`config.mk`:
```
export PLATFORM = sky130hd
export DESIGN_NAME = header_typed_frame_finder
export DESIGN_NICKNAME = d
export VERILOG_FILES = /design/src/rtl/hdtff_pkg.sv /design/src/rtl/header_typed_frame_finder.sv /design/src/rtl/hdtff_cell.sv
export SDC_FILE = /design/constraint.sdc
export NUM_CORES = 1
export LEC_CHECK = 0
export BUFFER_PORTS_ARGS = -buffer_cell sky130_fd_sc_hd__clkbuf_2
export CORE_MARGIN = 8
export CORE_UTILIZATION = 61
export DETAILED_ROUTE_END_ITERATION = 8
export PLACE_DENSITY = 0.8
export RECOVER_POWER = 100
export SLEW_MARGIN = 20
export SYNTH_ARGS = -nofsm -noshare
export SYNTH_HDL_FRONTEND = slang
export SYNTH_SLANG_ARGS = --single-unit
export TNS_END_PERCENT = 5
```
`constraint.sdc`:
```
create_clock -name clk -period 3.5 [get_ports clk]
set_clock_uncertainty 0.1 [all_clocks]
set_input_delay 0.7 -clock clk [delete_from_list [all_inputs] [get_ports clk]]
set_output_delay 0.7 -clock clk [all_outputs]
set_load 0.1 [all_outputs]
```
`src/rtl/hdtff_pkg.sv`:
```
// shared constants and types for the header typed frame finder
package hdtff_pkg;

	localparam int STORE_DEPTH = 16;
	localparam int IDX_W       = $clog2(STORE_DEPTH);
	localparam int CNT_RAW_W   = $clog2(STORE_DEPTH + 1);
	localparam int CNT_W       = (CNT_RAW_W > 5) ? CNT_RAW_W : 5;

	localparam logic [7:0] HDR_FIRST  = 8'h13;
	localparam logic [7:0] HDR_SECOND = 8'h14;
	localparam logic [7:0] TYPE_SHORT = 8'd6;
	localparam logic [7:0] TYPE_LONG  = 8'd8;
	localparam logic [3:0] LEN_SHORT  = 4'd9;
	localparam logic [3:0] LEN_LONG   = 4'd11;
	localparam logic [4:0] LIMIT_MIN  = 5'd3;
	localparam logic [4:0] LIMIT_RST  = 5'd16;
	localparam logic [CNT_W-1:0] LIMIT_MAX = CNT_W'(STORE_DEPTH);

	typedef struct packed {
		logic             load;
		logic             shift;
		logic [IDX_W-1:0] wr_idx;
		logic [7:0]       data;
	} cell_ctl_t;

endpackage

```
`src/rtl/header_typed_frame_finder.sv`:
```
// top level: header hunt, frame fill control and frame emission
//
// Input channel rx_valid / rx_stall / rx_byte takes one received byte per
// transaction. Bytes other than 0x13 are dropped while hunting; 0x13 must be
// followed by 0x14. Header and following bytes go into a row of byte cells.
// Byte 2 is the type: type 6 completes at 9 bytes, type 8 at 11 bytes.
// A frame that reaches the limit in cfg_wr_data (saturated to 3..STORE_DEPTH)
// without completing is dropped and the hunt restarts.
// Input transactions are accepted only while no frame is being emitted.
// On completion the output channel frame_valid / frame_stall presents the
// frame one byte per cycle, header first, with byte_index, frame_length and
// last_of_frame; the first byte is valid the cycle after the completing byte.
// The cell row shifts one place toward cell 0 per output transaction, so a
// frame holds rx_stall high until its last byte has been taken; a stall on
// the output side holds the current byte and keeps rx_stall high longer.
// Reset clears the hunt state, the emission state and sets the limit to 16.
module header_typed_frame_finder
	import hdtff_pkg::*;
(
	input  logic       clk,
	input  logic       arst_n,
	input  logic       cfg_wr_en,
	input  logic [4:0] cfg_wr_data,
	input  logic       rx_valid,
	output logic       rx_stall,
	input  logic [7:0] rx_byte,
	output logic       frame_valid,
	input  logic       frame_stall,
	output logic [7:0] frame_byte,
	output logic [3:0] byte_index,
	output logic [3:0] frame_length,
	output logic       last_of_frame
);

	logic [4:0]       limit_q;
	logic [CNT_W-1:0] count_q;
	logic [7:0]       type_q;
	logic             emit_q;
	logic [3:0]       idx_q;
	logic [3:0]       len_q;

	logic [CNT_W-1:0] limit_ext;
	logic [CNT_W-1:0] lim;
	logic             rx_take;
	logic             out_take;
	logic             do_store;
	logic             clear_cnt;
	logic [CNT_W-1:0] next_cnt;
	logic [7:0]       type_cur;
	logic [3:0]       done_len;
	cell_ctl_t        ctl;
	logic [7:0]       cell_data [STORE_DEPTH];

	assign limit_ext = CNT_W'(limit_q);
	always_comb begin
		if (limit_q < LIMIT_MIN) begin
			lim = CNT_W'(LIMIT_MIN);
		end else if (limit_ext > LIMIT_MAX) begin
			lim = LIMIT_MAX;
		end else begin
			lim = limit_ext;
		end
	end

	assign rx_stall = emit_q;
	assign rx_take  = rx_valid && !rx_stall;
	assign out_take = frame_valid && !frame_stall;

	always_comb begin
		do_store  = 1'b0;
		clear_cnt = 1'b0;
		done_len  = 4'd0;
		next_cnt  = count_q + CNT_W'(1);
		type_cur  = (count_q == CNT_W'(2)) ? rx_byte : type_q;
		if (count_q == '0) begin
			do_store = (rx_byte == HDR_FIRST);
		end else if (count_q == CNT_W'(1)) begin
			do_store  = (rx_byte == HDR_SECOND);
			clear_cnt = (rx_byte != HDR_SECOND);
		end else begin
			do_store = 1'b1;
		end
		// limit lowered under a partial frame: drop it
		if (do_store && (count_q >= lim)) begin
			do_store  = 1'b0;
			clear_cnt = 1'b1;
		end
		if (do_store && (next_cnt >= CNT_W'(3))) begin
			if ((type_cur == TYPE_SHORT) && (next_cnt == CNT_W'(LEN_SHORT))) begin
				done_len = LEN_SHORT;
			end else if ((type_cur == TYPE_LONG) && (next_cnt == CNT_W'(LEN_LONG))) begin
				done_len = LEN_LONG;
			end
		end
	end

	assign ctl.load   = rx_take && do_store;
	assign ctl.shift  = out_take;
	assign ctl.wr_idx = count_q[IDX_W-1:0];
	assign ctl.data   = rx_byte;

	always_ff @(posedge clk or negedge arst_n) begin
		if (!arst_n) begin
			limit_q <= LIMIT_RST;
		end else if (cfg_wr_en) begin
			limit_q <= cfg_wr_data;
		end
	end

	always_ff @(posedge clk or negedge arst_n) begin
		if (!arst_n) begin
			count_q <= '0;
			emit_q  <= 1'b0;
			idx_q   <= 4'd0;
		end else begin
			if (rx_take) begin
				if (clear_cnt || (do_store && (done_len != 4'd0))) begin
					count_q <= '0;
				end else if (do_store) begin
					count_q <= (next_cnt >= lim) ? '0 : next_cnt;
				end
				if (do_store && (done_len != 4'd0)) begin
					emit_q <= 1'b1;
					idx_q  <= 4'd0;
				end
			end
			if (out_take) begin
				if (last_of_frame) begin
					emit_q <= 1'b0;
				end
				idx_q <= idx_q + 4'd1;
			end
		end
	end

	always_ff @(posedge clk) begin
		if (rx_take && do_store && (count_q == CNT_W'(2))) begin
			type_q <= rx_byte;
		end
		if (rx_take && do_store && (done_len != 4'd0)) begin
			len_q <= done_len;
		end
	end

	for (genvar i = 0; i < STORE_DEPTH; i++) begin : g_cell
		logic [7:0] nbr;
		if (i == STORE_DEPTH - 1) begin : g_end
			assign nbr = 8'h00;
		end else begin : g_mid
			assign nbr = cell_data[i+1];
		end
		hdtff_cell u_cell (
			.clk      (clk),
			.ctl      (ctl),
			.my_idx   (IDX_W'(i)),
			.nbr_data (nbr),
			.data_q   (cell_data[i])
		);
	end

	assign frame_valid   = emit_q;
	assign frame_byte    = cell_data[0];
	assign byte_index    = idx_q;
	assign frame_length  = len_q;
	assign last_of_frame = (idx_q == (len_q - 4'd1));

	a_last_ends: assert property (@(posedge clk) disable iff (!arst_n)
		out_take && last_of_frame |=> !frame_valid)
		else $error("frame_valid held after last byte");

	a_index_steps: assert property (@(posedge clk) disable iff (!arst_n)
		out_take && !last_of_frame |=>
			frame_valid && (byte_index == 4'($past(byte_index) + 4'd1)))
		else $error("byte_index did not advance");

	a_index_range: assert property (@(posedge clk) disable iff (!arst_n)
		frame_valid |-> byte_index < frame_length)
		else $error("byte_index beyond frame_length");

	a_header_first: assert property (@(posedge clk) disable iff (!arst_n)
		$rose(frame_valid) |-> (byte_index == 4'd0) && (frame_byte == HDR_FIRST))
		else $error("frame does not start with header");

	a_hunt_idle: assert property (@(posedge clk) disable iff (!arst_n)
		frame_valid |-> count_q == '0)
		else $error("fill count nonzero while emitting");

endmodule

```
`src/rtl/hdtff_cell.sv`:
```
// one byte cell of the frame store chain
module hdtff_cell
	import hdtff_pkg::*;
(
	input  logic             clk,
	input  cell_ctl_t        ctl,
	input  logic [IDX_W-1:0] my_idx,
	input  logic [7:0]       nbr_data,
	output logic [7:0]       data_q
);

	// shift toward cell 0 while emitting, capture own slot while filling
	always_ff @(posedge clk) begin
		if (ctl.shift) begin
			data_q <= nbr_data;
		end else if (ctl.load && (ctl.wr_idx == my_idx)) begin
			data_q <= ctl.data;
		end
	end

endmodule
```
Yosys cells after proc, flatten, opt, wreduce, memory -nomap -nowiden
Cells that the tools add are included.
Widths: inputs -> output; s select.
{"block": "op_classes", "addsub": 3, "mul": 0, "n_div": 0, "magnitude_cmp": 5, "n_eq_ne": 25, "n_shift": 0, "muxes": 52, "n_bitwise": 0, "n_reduce_logical": 52}
{"operator": "$mux 8", "n": 31}
{"operator": "$reduce_bool 2->1", "n": 18}
{"operator": "$eq 4x4->1 const B", "n": 8}
{"operator": "$logic_and 1x1->1", "n": 26}
{"operator": "$mux 5", "n": 5}
{"operator": "$mux 4", "n": 6}
{"operator": "$eq 4x3->1 const B", "n": 4}
{"operator": "$eq 8x5->1 const B", "n": 2}
{"operator": "$eq 5x4->1 const B", "n": 2}
{"operator": "$ge 5x5->1", "n": 2}
{"operator": "$mux 1", "n": 10}
{"operator": "$eq 4x2->1 const B", "n": 2}
{"operator": "$eq 8x3->1 const B", "n": 1}
{"operator": "$eq 8x4->1 const B", "n": 1}
{"operator": "$ne 8x5->1 const B", "n": 1}
{"operator": "$add 5x1->5 const B", "n": 1}
{"operator": "$eq 5x1->1 const B", "n": 1}
{"operator": "$eq 5x2->1 const B", "n": 1}
{"operator": "$ge 5x2->1 const B", "n": 1}
{"operator": "$gt 5x5->1 const B", "n": 1}
{"operator": "$logic_not 5->1", "n": 1}
{"operator": "$lt 5x2->1 const B", "n": 1}
{"operator": "$add 4x1->4 const B", "n": 1}
{"operator": "$eq 4x1->1 const B", "n": 1}
{"operator": "other kinds (7)", "n": 9}
{"block": "totals", "ff_bits": 155, "latchBits": 0, "ramBits": 0, "mem_bits_ro": 0, "input_bits": 18, "word_cells": 159, "memories": 0}

Longest topological paths before layout
Gate-level depths: netlist of the first run.
{"block": "logic_depth", "ltp_word": 14, "mapped_depth": 11, "mapped_depth_nobuf": 9}

Hierarchy
A second synthesis of the first run with hierarchy kept.
{"block": "unflattened", "cells_unflattened": 544, "hier_area_um2": 7936.4}
{"mod": "hdtff_cell", "instances": 16, "cells_each": 23, "area_each_um2": 386.6}
{"mod": "header_typed_frame_finder", "instances": 1, "cells_each": 176, "area_each_um2": 1750.4}

Least setup slack after synthesis of the first run
No wires, ideal clock.
{"block": "synth_timing", "path_kind": "reg-to-output", "start": "register len_q[0] (netlist: frame_length[0])", "end": "output port last_of_frame", "arrival_ns": 4.594, "t_required_ns": 2.700, "path_slack_ns": -1.894, "path_stages_with_launch": 5, "n_path_buf": 0, "cell_sequence": "edfxtp_1 inv_1 ha_1 xnor2_1 nor4_1"}
{"block": "synth_via", "elab_chain_len": 2}
{"item": "start: declaration", "line": "header_typed_frame_finder.sv:40", "source": "logic [3:0] len_q;"}
{"item": "start signal: assignment", "line": "header_typed_frame_finder.sv:141", "source": "len_q <= done_len;"}
{"item": "$sub 4x1->4", "line": "header_typed_frame_finder.sv:165", "source": "assign last_of_frame = (idx_q == (len_q - 4'd1));"}
{"item": "$eq 4x4->1", "line": "header_typed_frame_finder.sv:165"}
{"item": "end: declaration", "line": "header_typed_frame_finder.sv:32", "source": "output logic last_of_frame"}
Every way passes these cells.

Final worst setup path of the first run
Same ends and word-level chain as after synthesis.

==> impl_metrics.yaml, run 1 <==
drt:
  drt_pass1_iterations: 5
  via_per_inst: 5.915
  wl_met3_microns: 810
  vias: 4294
  drt-initial-drc-count: 489
  wl_met2_microns: 7337
  drc: 0
  wl_microns: 14140
  dr.max_layer_used: "met4"
  routedWlPerCell_microns: 19.48
  wl_met1_microns: 5750
  final_antenna_net_count: 0
cts:
  h-tree-depth: 4
  cts_buffer_depth: 2
  cts_hold_buf: 1
  ctsResizeCount: 0
  cts-root-buf: "clkbuf_8"
  cts_tree: "done"
  insertion_delay_ns: 0.54
  cts_inserted_buffers: 17
  cts_setup_buffers: 0
  clkTransAtPathRegs_ns: 0.06
  cts.sinks: 153
die:
  die_area_sq_mm: 0.01467
  initial_core_util: 0.6244
  boundaryPins: 37
  coreArea_sq_mm: 0.01079
  fp-row-count: 38
  die_h_microns: 121.1
  fp.dieW_microns: 121.1
synthesis:
  ys_seq_elements: 153
  ys.flop_type: "edfxtp_1"
  syn_avg_cell_area_sq_um: 12.84
  syn-cell-area_sq_mm: 0.006739
  syn-num-nets: 561
  ys_warn_count: 0
  synth_area_leaders: "edfxtp_1 (58%), a21o_1 (10%), dfrtp_1 (5.2%)"
  yosysTopAreaCell: "edfxtp_1"
  synth_cell_types: 52
  ys_seq_area_frac: 0.6589
  syn_inst: 525
  synthArstFlopShare: 0.09804
  synth-edff-count: 130
  synth_top_cell_area_share: 0.5793
worst_setup_path:
  slowest_delay_ns: 0.54
  worst_ep_required_time_ns: 2.70
  start_kind: "flop"
  end_kind: "primary output"
  cp_max_fo: 4
  worstSetupPathType: "reg -> out"
  crit_chain: "inv_1, ha_1, xor2_1, nor4_1, clkbuf_2"
  critical-path-slowest-cell: "clkbuf_2"
  cp.arrival_ns: 2.40
global_routing:
  grt-ovfl-total: 0
  grt_pass1_vias: 4436
  grt_max_degree: 127
  grt.total_usage: 0.2073
  antenna_found_initial: 0
  grt_first_pass_wirelength_microns: 23250
cells_and_area:
  finalNetCount: 609
  n_fill_cell: 730
  final_area_sq_mm: 0.007571
  diodes: 0
  syn_to_final_growth_pct: 12.35
  drive_above_1_share: 0.1024
  fin_util: 0.7015
  fin_cells: 726
sta:
  relSlewSlack: 0.1397
  hold_ws_ns: 0.2761
  min_period_ns: 3.200
  maxSlewViolCount: 0
  rsz0062_at_grt: "no"
  worst_pin_slew_ns: 1.290
  finalSetupTns_ns: 0
  fmax_mhz: 312.5
  fin_crit_sh: 0.9142
  finalHoldViolCount: 0
  setup_viol_count_final: 0
placed_design:
  dp.final_hpwl_microns: 9453
  dp_cells: 693
  place.gp.congestion: 0.9144
  port_buffers: 35
  dpl_cell_area_sq_mm: 0.007173
power_and_ir_drop:
  p_per_area_mw_per_mm2: 576.6
  vdd_drop_max_v: 0.0004595
  p_leak_nw: 3.159
flow_run:
  max-cap-violations: 0
hold_path:
  hold_path_class: "in -> reg"
outcome:
  status: "finished, final reports clean"
==> layer usage <==
metal  vias up  track usage
met5         -            0
met3        27      0.06235
met4         0      0.06870
met1      2125       0.2497
li1       1994            -
met2       148       0.3485
==> Yosys cell counts, drive strengths merged (2+ instances only) <==
master and n:
edfxtp 130, and3 3, dfrtp 14, dfxtp 8, nor2b 6, and2 2, nand3 6, xnor2 4
nand2 87, or2 3, o31ai 3, inv 15, nor3 7, mux2 4, o21a 2, o311ai 2
nand2b 8, o21ai 25, clkbuf 24, nor2 18, buf 9, ha 18, mux2i 8, o2111a 2
a21o 93, a21oi 3
==> placed cells by master, fill, tap and decap left out, types with 3 or more instances in the layout <==
master | synthesis | layout
nand3_1 | 6 | 6
buf_4 | 3 | 9
dfxtp_1 | 8 | 8
edfxtp_1 | 130 | 130
mux2i_1 | 8 | 8
or2_2 | 3 | 3
mux2_2 | 4 | 4
clkbuf_16 | 0 | 16
a21o_1 | 93 | 93
nor2_1 | 18 | 16
inv_6 | 0 | 7
o31ai_1 | 3 | 3
nand2_1 | 87 | 87
a21oi_1 | 3 | 3
clkinvlp_4 | 0 | 6
and3_1 | 3 | 3
clkbuf_2 | 0 | 8
ha_1 | 18 | 18
xnor2_1 | 4 | 4
o21ai_0 | 25 | 25
nor2b_1 | 6 | 6
nand2b_1 | 7 | 8
inv_1 | 15 | 15
nor3_1 | 7 | 7
clkbuf_1 | 24 | 44
dfrtp_1 | 14 | 14
==> path summary, 6_finish.rpt <==
kind                       cells after the start  slack, ns                        start                          end
hold reg to reg                                2       0.37  g_cell[15].u_cell.data_q[3]  g_cell[15].u_cell.data_q[3]
setup / recovery                               5       0.30              frame_length[0]                last_of_frame
min in group asynchronous                      2       0.69                       arst_n                 limit_ext[2]
max in group asynchronous                      2       2.09                       arst_n                byte_index[1]
hold / removal                                 3       0.28               cfg_wr_data[4]                 limit_ext[4]
setup reg to reg                               6       0.40                   count_q[0]              frame_length[1]
==> registers in the layout, summed over array words and instances (netlist names) <==
signal / flops
g_cell.u_cell.data_q: 128
type_q: 8
count_q: 5
limit_ext: 5
byte_index: 4
frame_length: 2
frame_valid: 1
==> where the power goes <==
group          switching (W)  internal (W)
logic               0.000429      0.000185
registers          0.0000540       0.00206
clock network       0.000754      0.000886
total                0.00124       0.00313
==> worst max-delay path, delay by kind of cell, from the launching register on <==
| kind | cells | cell delay (ns) |
|---|---|---|
| DFF | 1 | 0.43 |
| xor gates and xnor gates | 1 | 0.14 |
| adders and majority gates | 1 | 0.22 |
| buffers and inverters | 2 | 0.64 |
| and+or+nand+nor | 1 | 0.44 |
==> cells by family after synthesis <==
family | share of synthesized area
XOR/XNOR | 0.006498
adder cells (fa/ha/maj) | 0.03342
buffers and inverters | 0.03082
other | 0.0005565
flip-flops | 0.6589
AO/OA/AOI/OAI | 0.1487
multiplexers | 0.01857
AND/OR/NAND/NOR | 0.1025
==> through the flow <==
step	power [W]	setup slack, ns
after floorplan	0.002602	0.003666
after global placement	0.002760	0.5504
after detailed placement	0.002777	0.4722
after CTS	0.004413	0.3772
after global routing	0.004539	0.1627
final	0.004365	0.3002
==> layout make-up <==
| cell class | instances | area (sq um) | share of cell area |
|---|---|---|---|
| clock buffer | 18 | 417.9 | 0.05520 |
| multi-input combinational | 324 | 2079 | 0.2747 |
| timing repair buffer | 62 | 286.5 | 0.03785 |
| sequential | 153 | 4441 | 0.5865 |
| inverter | 15 | 56.30 | 0.007437 |
| tap | 140 | 175.2 | 0.02314 |
| clock inverter | 14 | 115.1 | 0.01520 |
(Power assumes the default switching activity.)
==> inputs of run 2 (changes only) <==
Clock period 3.5 ns to 3.02 ns, I/O delays scaled along.
==> impl_metrics.yaml, run 2 (same netlist as run 1, synthesis figures left out) <==
outcome:
  status: "finished, final reports clean"
die:
  die_area_sq_mm: 0.01467
  initial_core_util: 0.6244
  fp-row-count: 38
  fp.dieW_microns: 121.1
  boundaryPins: 37
  die_h_microns: 121.1
  coreArea_sq_mm: 0.01079
cts:
  cts-root-buf: "clkbuf_8"
  cts_buffer_depth: 2
  cts_setup_buffers: 0
  h-tree-depth: 4
  insertion_delay_ns: 0.53
  cts_tree: "done"
  cts.sinks: 153
  cts_inserted_buffers: 17
  clkTransAtPathRegs_ns: 0.06
cells_and_area:
  syn_to_final_growth_pct: 14.80
  final_area_sq_mm: 0.007736
  finalNetCount: 611
  drive_above_1_share: 0.1363
  diodes: 0
  fin_util: 0.7168
  top_regs: "g_cell.u_cell.data_q x128, type_q x8"
  final_common_cell: "edfxtp_1"
  fin_cells: 727
  mostFrequentLayoutCells: "edfxtp_1 (130), a21o_1 (93), nand2_1 (87), clkbuf_1 (29), o21ai_0 (25)"
  top_register: "g_cell.u_cell.data_q"
  largest_reg_flops: 128
sta:
  worst_pin_slew_ns: 1.387
  finalSetupTns_ns: 0
  fmax_mhz: 350.5
  finalHoldViolCount: 0
  relSlewSlack: 0.07332
  min_period_ns: 2.853
  setup_ws_ns: 0.1672
  setup_viol_count_final: 0
  fin_crit_sh: 0.9446
  maxSlewViolCount: 0
  rsz0062_at_grt: "no"
worst_setup_path:
  worst-path-buf-inv: 2
  critical-path-slowest-cell: "edfxtp_1"
  cp_max_fo: 4
  path_delay_family: "buffers and inverters"
  worst_ep_required_time_ns: 2.32
  end_kind: "primary output"
  start_kind: "flop"
  worstSetupPathType: "reg -> out"
  slowest_delay_ns: 0.46
  crit_chain: "inv_1, ha_2, xnor2_1, nor4_4, clkbuf_4"
  cp.arrival_ns: 2.15
placed_design:
  dpl_cell_area_sq_mm: 0.007198
  place_ws_ns: 0.05667
  dp.final_hpwl_microns: 9284
  port_buffers: 35
  place.gp.congestion: 0.9378
  dp_cells: 695
power_and_ir_drop:
  power.internal_w: 0.004036
  seqPwrFrac: 0.450
  p_sw_w: 0.001387
  combPwrFrac: 0.138
  swShare: 0.2558
  vdd_drop_max_v: 0.0004280
  clkPwrFrac: 0.411
  p_per_area_mw_per_mm2: 701.1
  p_leak_nw: 3.295
drt:
  drc: 0
  final_antenna_net_count: 0
  wl_microns: 14240
  routedWlPerCell_microns: 19.59
  via_per_inst: 5.971
  vias: 4341
  drt_pass1_iterations: 5
  drt-initial-drc-count: 471
global_routing:
  grt_first_pass_wirelength_microns: 22850
  grt-ovfl-total: 0
  grt.total_usage: 0.2062
  grt_pass1_vias: 4406
  antenna_found_initial: 0
  grt_max_degree: 119
flow_run:
  max-cap-violations: 0
hold_path:
  hold_path_class: "in -> reg"
[run 2: layout make-up]
type                    count  area, sq um
clock buffers              17        414.1
clock inverters            14        205.2
fillers                   727         3057
inverters                  15        56.30
multi-input cells         324         2113
flip-flops and latches    153         4441
well taps                 140        175.2
repair buffers             64        331.6
[run 2: per-layer routing]
metal / track usage / vias up / wire, microns
met1: 0.2501 / 2128 / 5808
met3: 0.05537 / 32 / 1022
met5: 0 / - / 0
met4: 0.09992 / 0 / 354
li1: - / 1997 / -
met2: 0.3358 / 184 / 7053
[run 2: power groups by stage]
stage / registers (W) / logic, W / clock network [W]
after detailed placement: 0.00249 / 0.000755 / 0
after global routing: 0.00245 / 0.000816 / 0.00232
after global placement: 0.00248 / 0.000734 / 0
final: 0.00244 / 0.000750 / 0.00223
after floorplan: 0.00261 / 0.000410 / 0
after CTS: 0.00244 / 0.000765 / 0.00225
[run 2: timing repair]
action / in CTS / in global routing
resized for setup: 0 / 2
hold endpoints to repair: 14 / 0
hold buffers: 1 / 0
endpoints found under the setup margin: 0 / 1
[run 2: through the flow]
step	hold WS, ns	total power (W)
final	0.1834	0.005424
after global routing	0.1939	0.005591
after CTS	0.1727	0.005458
after detailed placement	0.3609	0.003242
after global placement	0.3504	0.003216
after floorplan	0.2084	0.003016
[run 2: worst min-delay path: cells and delay by family]
kind                   cells  cell delay, ns
buffers and inverters      1            0.08
AOI/OAI and AO/OA          1            0.08
and+or+nand+nor            1            0.04
[run 2: final timing paths]
check | start | end | slack (ns) | depth (start not counted)
min | cfg_wr_data[4] | limit_ext[4] | 0.18 | 3
min reg2reg | g_cell[15].u_cell.data_q[3] | g_cell[15].u_cell.data_q[3] | 0.36 | 2
max | frame_length[0] | last_of_frame | 0.17 | 5
max reg2reg | count_q[0] | frame_length[1] | 0.18 | 6
min in group asynchronous | arst_n | limit_ext[3] | 0.59 | 2
max in group asynchronous | arst_n | frame_valid | 1.69 | 2
==> inputs of run 3 (changes only) <==
Settings changed: CORE_UTILIZATION 61 to 65, PLACE_DENSITY 0.8 to 0.84.
Clock period 3.02 ns to 3.49 ns, I/O delays scaled along.
==> impl_metrics.yaml, run 3 (same netlist as run 1, synthesis figures left out) <==
global_routing:
  antenna_found_initial: 0
  grt_max_degree: 111
  grt_pass1_vias: 4449
  grt-ovfl-total: 0
  grt_first_pass_wirelength_microns: 23320
  grt.total_usage: 0.2153
die:
  boundaryPins: 37
  die_h_microns: 117.8
  fp-row-count: 37
  die_area_sq_mm: 0.01388
  coreArea_sq_mm: 0.01018
  initial_core_util: 0.6617
  fp.dieW_microns: 117.8
drt:
  drt_pass1_iterations: 4
  drc: 0
  vias: 4392
  drt-initial-drc-count: 486
  via_per_inst: 6.092
  final_antenna_net_count: 0
  wl_microns: 14370
  routedWlPerCell_microns: 19.93
cells_and_area:
  final_common_cell: "edfxtp_1"
  finalNetCount: 609
  fin_cells: 721
  syn_to_final_growth_pct: 12.87
  n_fill_cell: 677
  mostFrequentLayoutCells: "edfxtp_1 (130), a21o_1 (93), nand2_1 (87), clkbuf_1 (50), o21ai_0 (25)"
  top_register: "g_cell.u_cell.data_q"
  diodes: 0
  fin_util: 0.7468
  largest_reg_flops: 128
  top_regs: "g_cell.u_cell.data_q x128, type_q x8"
  drive_above_1_share: 0.09231
worst_setup_path:
  worst_ep_required_time_ns: 2.69
  reg2reg_depth: 6
  rrSetupSlack_ns: 0.37
  slowest_delay_ns: 0.54
  startpoint: "frame_length[0]"
  cp.arrival_ns: 2.39
  r2r-end: "frame_length[1]"
  crit_chain: "inv_1, ha_2, xnor2_1, nor4_1, clkbuf_2"
  rr_startpoint: "count_q[0]"
  end_kind: "primary output"
  start_kind: "flop"
  crit_end: "last_of_frame"
  cp_max_fo: 4
  critical-path-slowest-cell: "clkbuf_2"
  worstSetupPathType: "reg -> out"
cts:
  cts.sinks: 153
  cts_tree: "done"
  cts_inserted_buffers: 17
  clkTransAtPathRegs_ns: 0.06
  cts_buffer_depth: 2
  insertion_delay_ns: 0.53
  ctsResizeCount: 0
  cts-root-buf: "clkbuf_8"
  h-tree-depth: 4
placed_design:
  place_ws_ns: 0.4958
  place.gp.congestion: 0.8915
  dp_cells: 689
  dp.final_hpwl_microns: 8890
  port_buffers: 35
sta:
  worst_pin_slew_ns: 1.178
  relSlewSlack: 0.2178
  finalHoldViolCount: 0
  fin_crit_sh: 0.9122
  setup_viol_count_final: 0
  finalSetupTns_ns: 0
  fmax_mhz: 314.1
  rsz0062_at_grt: "no"
  min_period_ns: 3.183
  setup_ws_ns: 0.3065
  maxSlewViolCount: 0
power_and_ir_drop:
  p_per_area_mw_per_mm2: 599.5
  total_power_w: 0.004560
  p_leak_nw: 3.182
  vdd_drop_max_v: 0.0003382
flow_run:
  max-cap-violations: 0
outcome:
  status: "finished, final reports clean"
hold_path:
  hold_path_class: "in -> reg"
run 3: cell count changes in the layout (fill, tap and decap cells not counted), moves of 2 or more:
cell	delta
nor2_1	+2
inv_6	+3
clkbuf_1	+21
nor2_2	-2
clkinv_4	+2
clkbuf_2	-13
clkinvlp_4	-2
bufinv_16	-2
buf_4	-9
run 3: stage by stage:
step	area (sq um)	hold slack [ns]
floorplan	6756	0.3024
global placement	7171	0.3482
detailed placement	7171	0.3593
CTS	7765	0.2671
global route	7606	0.2880
finish	7606	0.2793
run 3: critical path: cells and delay by family, from the launching register on:
family,cells,cell delay [ns]
AND/OR/NAND/NOR,1,0.34
buffers and inverters,2,0.66
adder cells (fa/ha/maj),1,0.28
XOR/XNOR,1,0.12
flip-flops,1,0.45
run 3: worst min path at each step:
stage / from / end / slack [ns] / cells past startpoint
after floorplan: arst_n / byte_index[0] / 0.30 / 0
after global placement: g_cell[15].u_cell.data_q[2] / g_cell[15].u_cell.data_q[2] / 0.35 / 2
after detailed placement: g_cell[15].u_cell.data_q[0] / g_cell[15].u_cell.data_q[0] / 0.36 / 2
after CTS: cfg_wr_data[4] / limit_ext[4] / 0.27 / 3
after global routing: cfg_wr_data[4] / limit_ext[4] / 0.29 / 3
final: cfg_wr_data[4] / limit_ext[4] / 0.28 / 3
run 3: routing by layer:
layer / vias to the layer above / wire [microns] / track usage
met3: 24 / 1086 / 0.05995
met2: 200 / 7387 / 0.3594
met1: 2170 / 5667 / 0.2617
li1: 1998 / - / -
met4: 0 / 227 / 0.08006
met5: - / 0 / 0
run 3: report_power, final:
group	internal (W)	switching, W	leakage [nW]
sequential	0.00206	0.0000506	1.43
clock	0.00109	0.000738	0.288
combinational	0.000187	0.000431	1.46
run 3: timing repair:
item | 4_1_cts | 5_1_grt
hold endpoints to repair | 14 | 0
setup buffers | 0 | 0
endpoints found under the setup margin | 0 | 0
hold buffers | 1 | 0
run 3: final cells by class:
class / instances / area (sq um) / area share
Sequential cell: 153 / 4441 / 0.5838
Multi-Input combinational cell: 324 / 2085 / 0.2741
Clock buffer: 17 / 414.1 / 0.05445
Timing Repair Buffer: 62 / 270.3 / 0.03553
Clock inverter: 14 / 170.2 / 0.02237
Tap cell: 136 / 170.2 / 0.02237
Inverter: 15 / 56.30 / 0.007403
